<file path="src/mgft_pkg.sv">
// shared types and constants for the multicast group forwarding table
// no dependencies
package mgft_pkg;

  localparam logic [2:0] REQ_ADD_IF  = 3'd0;
  localparam logic [2:0] REQ_ADD_GRP = 3'd1;
  localparam logic [2:0] REQ_DEL_GRP = 3'd2;
  localparam logic [2:0] REQ_FWD     = 3'd3;
  localparam logic [2:0] REQ_QUERY   = 3'd4;
  localparam logic [2:0] REQ_GET_NBR = 3'd5;

  localparam int unsigned RESULT_CAP = 8;
  localparam int unsigned RES_CNT_W  = 3;

  localparam logic STATUS_OK   = 1'b0;
  localparam logic STATUS_FAIL = 1'b1;

  typedef struct packed {
    logic [2:0]  req_type;
    logic [63:0] iface_hi;
    logic [63:0] iface_lo;
    logic [63:0] group_hi;
    logic [63:0] group_lo;
    logic [63:0] source_hi;
    logic [63:0] source_lo;
    logic [63:0] neighbor_hi;
    logic [63:0] neighbor_lo;
  } mgft_req_t;

  typedef struct packed {
    logic        status;
    logic [63:0] dest_hi;
    logic [63:0] dest_lo;
    logic        last;
  } mgft_res_t;

  typedef enum logic [1:0] {
    ST_IDLE,
    ST_SCAN,
    ST_DECIDE,
    ST_EMIT
  } mgft_state_t;

  // broadcast control from the sequencer to every cell
  typedef struct packed {
    logic clr;
    logic rd_en;
    logic commit;
    logic if_wr;
    logic chain_load;
    logic chain_fwd;
    logic chain_shift;
  } mgft_ctl_t;

  // per-cell scan outcome
  typedef struct packed {
    logic iface_match;
    logic can_add;
    logic can_del;
    logic gs_hit;
  } mgft_flags_t;

  // one stage of the result chain
  typedef struct packed {
    logic        hit;
    logic [63:0] nbr_hi;
    logic [63:0] nbr_lo;
  } mgft_link_t;

endpackage

</file>
<file path="src/mgft_cell.sv">
// one interface cell: address, neighbor, group entry memory and a chain stage
// depends on mgft_pkg
module mgft_cell import mgft_pkg::*; #(
  parameter int MAX_IFACES = 8,
  parameter int MAX_GROUPS = 16,
  parameter int INDEX      = 0
) (
  input  logic                                  clk,
  input  logic                                  rst_n,
  input  mgft_ctl_t                             ctl,
  input  logic [((MAX_GROUPS > 1) ? $clog2(MAX_GROUPS) : 1)-1:0] rd_slot,
  input  mgft_req_t                             req,
  input  logic [$clog2(MAX_IFACES+1)-1:0]       count,
  output mgft_flags_t                           flags,
  input  mgft_link_t                            link_in,
  output mgft_link_t                            link_out
);

  localparam int SW  = (MAX_GROUPS > 1) ? $clog2(MAX_GROUPS) : 1;
  localparam int NCW = $clog2(MAX_IFACES + 1);

  logic [63:0]  addr_hi_r, addr_lo_r, nbr_hi_r, nbr_lo_r;
  logic [255:0] mem [MAX_GROUPS];
  logic [255:0] rd_data_r;
  logic [SW-1:0] rd_slot_r;
  logic         rd_vld_r;
  logic         cmp_en_r;
  logic [MAX_GROUPS-1:0] valid_r;
  logic         grp_hit_r, gs_hit_r, free_r;
  logic [SW-1:0] grp_slot_r, free_slot_r;
  mgft_link_t   link_r;

  logic active, iface_match, sel, gm, sm, wr_grp, del_grp;

  assign active      = NCW'(INDEX) < count;
  assign iface_match = active && (addr_hi_r == req.iface_hi) && (addr_lo_r == req.iface_lo);
  assign sel         = NCW'(INDEX) == count;
  assign gm = rd_vld_r && (rd_data_r[255:192] == req.group_hi)
              && (rd_data_r[191:128] == req.group_lo);
  assign sm = gm && (rd_data_r[127:64] == req.source_hi) && (rd_data_r[63:0] == req.source_lo);

  assign flags.iface_match = iface_match;
  assign flags.can_add     = iface_match && !grp_hit_r && free_r;
  assign flags.can_del     = iface_match && grp_hit_r;
  assign flags.gs_hit      = active && gs_hit_r;

  assign wr_grp  = ctl.commit && (req.req_type == REQ_ADD_GRP) && flags.can_add;
  assign del_grp = ctl.commit && (req.req_type == REQ_DEL_GRP) && flags.can_del;

  assign link_out = link_r;

  // entry memory and interface payload
  always_ff @(posedge clk) begin
    if (ctl.rd_en) begin
      rd_data_r <= mem[rd_slot];
      rd_slot_r <= rd_slot;
    end
    if (wr_grp) begin
      mem[free_slot_r] <= {req.group_hi, req.group_lo, req.source_hi, req.source_lo};
    end
    if (ctl.if_wr && sel) begin
      addr_hi_r <= req.iface_hi;
      addr_lo_r <= req.iface_lo;
      nbr_hi_r  <= req.neighbor_hi;
      nbr_lo_r  <= req.neighbor_lo;
    end
  end

  always_ff @(posedge clk) begin
    if (!rst_n) begin
      valid_r     <= '0;
      cmp_en_r    <= 1'b0;
      rd_vld_r    <= 1'b0;
      grp_hit_r   <= 1'b0;
      gs_hit_r    <= 1'b0;
      free_r      <= 1'b0;
      grp_slot_r  <= '0;
      free_slot_r <= '0;
      link_r      <= '0;
    end else begin
      cmp_en_r <= ctl.rd_en;
      rd_vld_r <= valid_r[rd_slot];
      if (ctl.if_wr && sel) begin
        valid_r <= '0;
      end else if (wr_grp) begin
        valid_r[free_slot_r] <= 1'b1;
      end else if (del_grp) begin
        valid_r[grp_slot_r] <= 1'b0;
      end
      if (ctl.clr) begin
        grp_hit_r <= 1'b0;
        gs_hit_r  <= 1'b0;
        free_r    <= 1'b0;
      end else if (cmp_en_r) begin
        if (gm) begin
          grp_hit_r  <= 1'b1;
          grp_slot_r <= rd_slot_r;
        end
        if (sm) begin
          gs_hit_r <= 1'b1;
        end
        // lowest free slot wins
        if (!rd_vld_r && !free_r) begin
          free_r      <= 1'b1;
          free_slot_r <= rd_slot_r;
        end
      end
      if (ctl.chain_load) begin
        link_r.hit    <= ctl.chain_fwd ? (active && grp_hit_r) : iface_match;
        link_r.nbr_hi <= nbr_hi_r;
        link_r.nbr_lo <= nbr_lo_r;
      end else if (ctl.chain_shift) begin
        link_r <= link_in;
      end
    end
  end

endmodule

</file>
<file path="config.mk">
export PLATFORM = sky130hd
export DESIGN_NAME = mgft_cell
export DESIGN_NICKNAME = d
export VERILOG_FILES = /design/src/mgft_pkg.sv /design/src/mgft_cell.sv
export SDC_FILE = /design/constraint.sdc
export NUM_CORES = 2
export LEC_CHECK = 0
export ABC_CLOCK_PERIOD_IN_PS = 23600
export BUFFER_PORTS_ARGS = -buffer_cell sky130_fd_sc_hd__buf_2
export CELL_PAD_IN_SITES_DETAIL_PLACEMENT = 1
export CELL_PAD_IN_SITES_GLOBAL_PLACEMENT = 1
export CORE_MARGIN = 3
export CORE_UTILIZATION = 40
export DETAILED_ROUTE_END_ITERATION = 8
export PLACE_DENSITY_LB_ADDON = 0.1
export SLEW_MARGIN = 40
export SYNTH_ARGS = -nofsm -noshare
export SYNTH_HDL_FRONTEND = slang
export SYNTH_SLANG_ARGS = --single-unit
</file>
<file path="constraint.sdc">
create_clock -name clk -period 23.6 [get_ports clk]
set_input_delay 1.18 -clock clk [delete_from_list [all_inputs] [get_ports clk]]
set_output_delay 1.18 -clock clk [all_outputs]
set_load 0.02 [all_outputs]
</file>
==> impl_metrics.ini <==
[drt]
vias = 86998
wl_met3_um = 32770
ant_nets = 0
route.met2.wl_um = 262100
drtPass1Iterations = 5
drt_wl_total_um = 534300
highest_layer = met5
wl_per_cell_um = 34.83
drtIter0Drc = 9425
met1Wirelength_um = 226000
drc = 0
vias_per_cell = 5.671

[place]
hpwl_um = 317300
place_ws_ns = 16.61
gp_congestion = 0.8950
place.port_buffers = 793

[timing]
rsz0062_at_grt = no
clock.fmax_mhz = 171.0
tightest_slew_ns = 0.9222
setup_ws_ns = 17.75
timing.final.crit_share_pct = 24.78
period_needed_ns = 5.847
relSlewSlack_pct = 38.08
fin_tns_setup_ns = 0
timing.final.max_slew_violations = 0
setup_violations = 0
fin_skew_ns = 0.06170
final_hold_viol_count = 0

[cells_and_area]
seq_area_sq_mm = 0.1417
multiInputGateArea_sq_mm = 0.03748
fillers = 39859
finalCoreUtilization_pct = 47.04
final_common_cell = edfxtp_1
drive_gt1_share_pct = 32.45
nNetsFinal = 9574
area_delta_synth_final_pct = 16.66
final_cell_mix = edfxtp_1 (4,612), mux4_2 (1,258), buf_2 (786)

[global_route]
grt_pass1_wl_um = 743200
grt_max_degree = 164
gr-total-overflow = 0
grt_pass1_vias = 90754
gr-usage-all-layers_pct = 22.97
antenna_found_initial = 281

[power_and_ir_drop]
seq_power_share_pct = 51.5
ir_drop_mv = 0.07406
power_density_mw_per_mm2 = 86.65
internal_power_mw = 14.27
switching_share_pct = 21.72
p_comb_share_pct = 4.7
p_leak_nw = 67.14
power.share.clock_pct = 43.9
power.switching_mw = 3.960

[die]
die_w_um = 677.5
die_y_um = 677.5
start_util_pct = 40.33
core_sq_mm = 0.4472
io_pins = 794
die_area_sq_mm = 0.4590
rows = 245

[run]
drv_cap = 0

[worst_hold_path]
hp-class = input port to flip-flop
whs_path_depth = 1

[synth]
syn-instance-count = 7748
yosysUniqueCellTypes = 50
synth-async-reset-ratio_pct = 0
ys_seq_area_share_pct = 78.54
avgSynthCellArea_sq_um = 23.28
synth_warnings = 0
syn_area_sq_mm = 0.1804
synth.net_count = 8409
synth_seq_cells = 4770
synth_ff_type = edfxtp_1
synth-edff-count = 4612

[clocking]
clk_pin_slew_worst_paths_ns = 0.06
cts-resized-gates = 0
cts_tree = built
cts.sinks = 4770
ctsHoldBuffers = 0
post-cts-setup-buffers = 0
clk-insertion-delay-late_ns = 1.03
cts-root-buf = clkbuf_16
numCtsBuffers = 533
cts_buffer_depth = 4
htree_num_levels = 6

[worst_setup_path]
crit_required_ns = 24.23
worstPathMaxFanout = 40
worstSetupPathType = flip-flop to flip-flop
cp.arrival_ns = 6.48
critPathCaptureType = flip-flop
cp-start-kind = flip-flop
reg2reg_depth = 10

[run_status]
status = finished clean
[area by class of cell]
cell class                 count  share of cell area (%)
inverter                      49                 0.08860
timing repair buffer         992                   3.222
clock buffer                 674                   6.721
antenna                       78                 0.09277
clock inverter               282                   1.212
sequential                  4770                   67.33
multi-input combinational   2567                   17.81
tap                         5928                   3.525
[Yosys cell counts, types with 15 or more instances]
cell      instances  share of area [%]
o211ai_1         16              0.067
a21oi_1         163               0.45
a2111o_1         15              0.094
clkbuf_1        248               0.52
nor2_1          279               0.58
inv_1            49               0.10
xor2_1           85               0.41
nand4_1          67               0.23
nor4_1           44               0.15
buf_1            99               0.21
nand2b_1         16              0.055
nor2b_1          80               0.28
mux4_2         1258                 16
xnor2_1         233                1.1
nand2_1          20              0.042
edfxtp_1       4612                 77
o22ai_1          16              0.055
dfxtp_1         158                1.8
mux2i_1         157               0.87
a211oi_1         28               0.12
[worst max-delay path: stages, from the launching register on]
cell,delay [ns]
edfxtp_1,0.39
xnor2_1,0.36
nand4_1,0.14
nor4_1,0.42
nand4_1,0.25
or4_4,0.78
or2_4,0.40
nor3_2,0.60
buf_6,0.59
buf_4,0.68
buf_4,0.67
[power groups by stage]
stage / Combinational (mW) / Sequential, mW / Clock (mW)
floorplan: 0.434 / 9.57 / 0
global placement: 0.840 / 9.56 / 0
detailed placement: 0.865 / 9.56 / 0
CTS: 0.867 / 9.38 / 8.21
global route: 0.914 / 9.38 / 8.53
finish: 0.851 / 9.38 / 8.00
[worst paths after layout]
check / startpoint / end / slack (ns)
worst max-delay path: addr_hi_r[60] / mem[3][64] / 17.75
worst min-delay path: req[106] / nbr_hi_r[42] / 0.34
worst max register to register: addr_hi_r[60] / mem[3][64] / 17.75
worst min register to register: nbr_lo_r[16] / link_out[16] / 0.46
[stage by stage]
stage	cells	total power, mW	hold slack (ns)	area (sq um)
2_1_floorplan	7748	10.00	0.4474	180400
3_3_place_gp	14269	10.40	0.4545	192100
3_5_place_dp	14302	10.42	0.4658	193400
4_1_cts	15258	18.46	0.2162	210100
5_1_grt	15281	18.83	0.2717	210300
6_report	15340	18.23	0.3393	210400
[cell families after synthesis]
family	count (synthesis)	synth area share [%]
AOI/OAI and AO/OA	278	0.9566
muxes	1415	16.58
DFF	4770	78.54
xor gates and xnor gates	318	1.544
buffers and inverters	411	0.8706
and+or+nand+nor	556	1.508
[state kept, by name (all words and copies together), names as in the netlist]
signal and count:
nbr_lo_r 64, rd_vld_r 1, mem 4096, cmp_en_r 1
nbr_hi_r 64, grp_hit_r 1, addr_lo_r 64, valid_r 16
free_r 1, rd_slot_r 4, rd_data_r 256, grp_slot_r 4
link_out 129, addr_hi_r 64, free_slot_r 4, gs_hit_r 1
[routing by layer]
metal	global-route usage (%)	vias to the layer above
li1	-	35199
met1	31.89	47747
met2	38.09	3024
met3	4.122	956
met4	5.025	72
met5	0	-
Power figures use the tool's default switching activity.
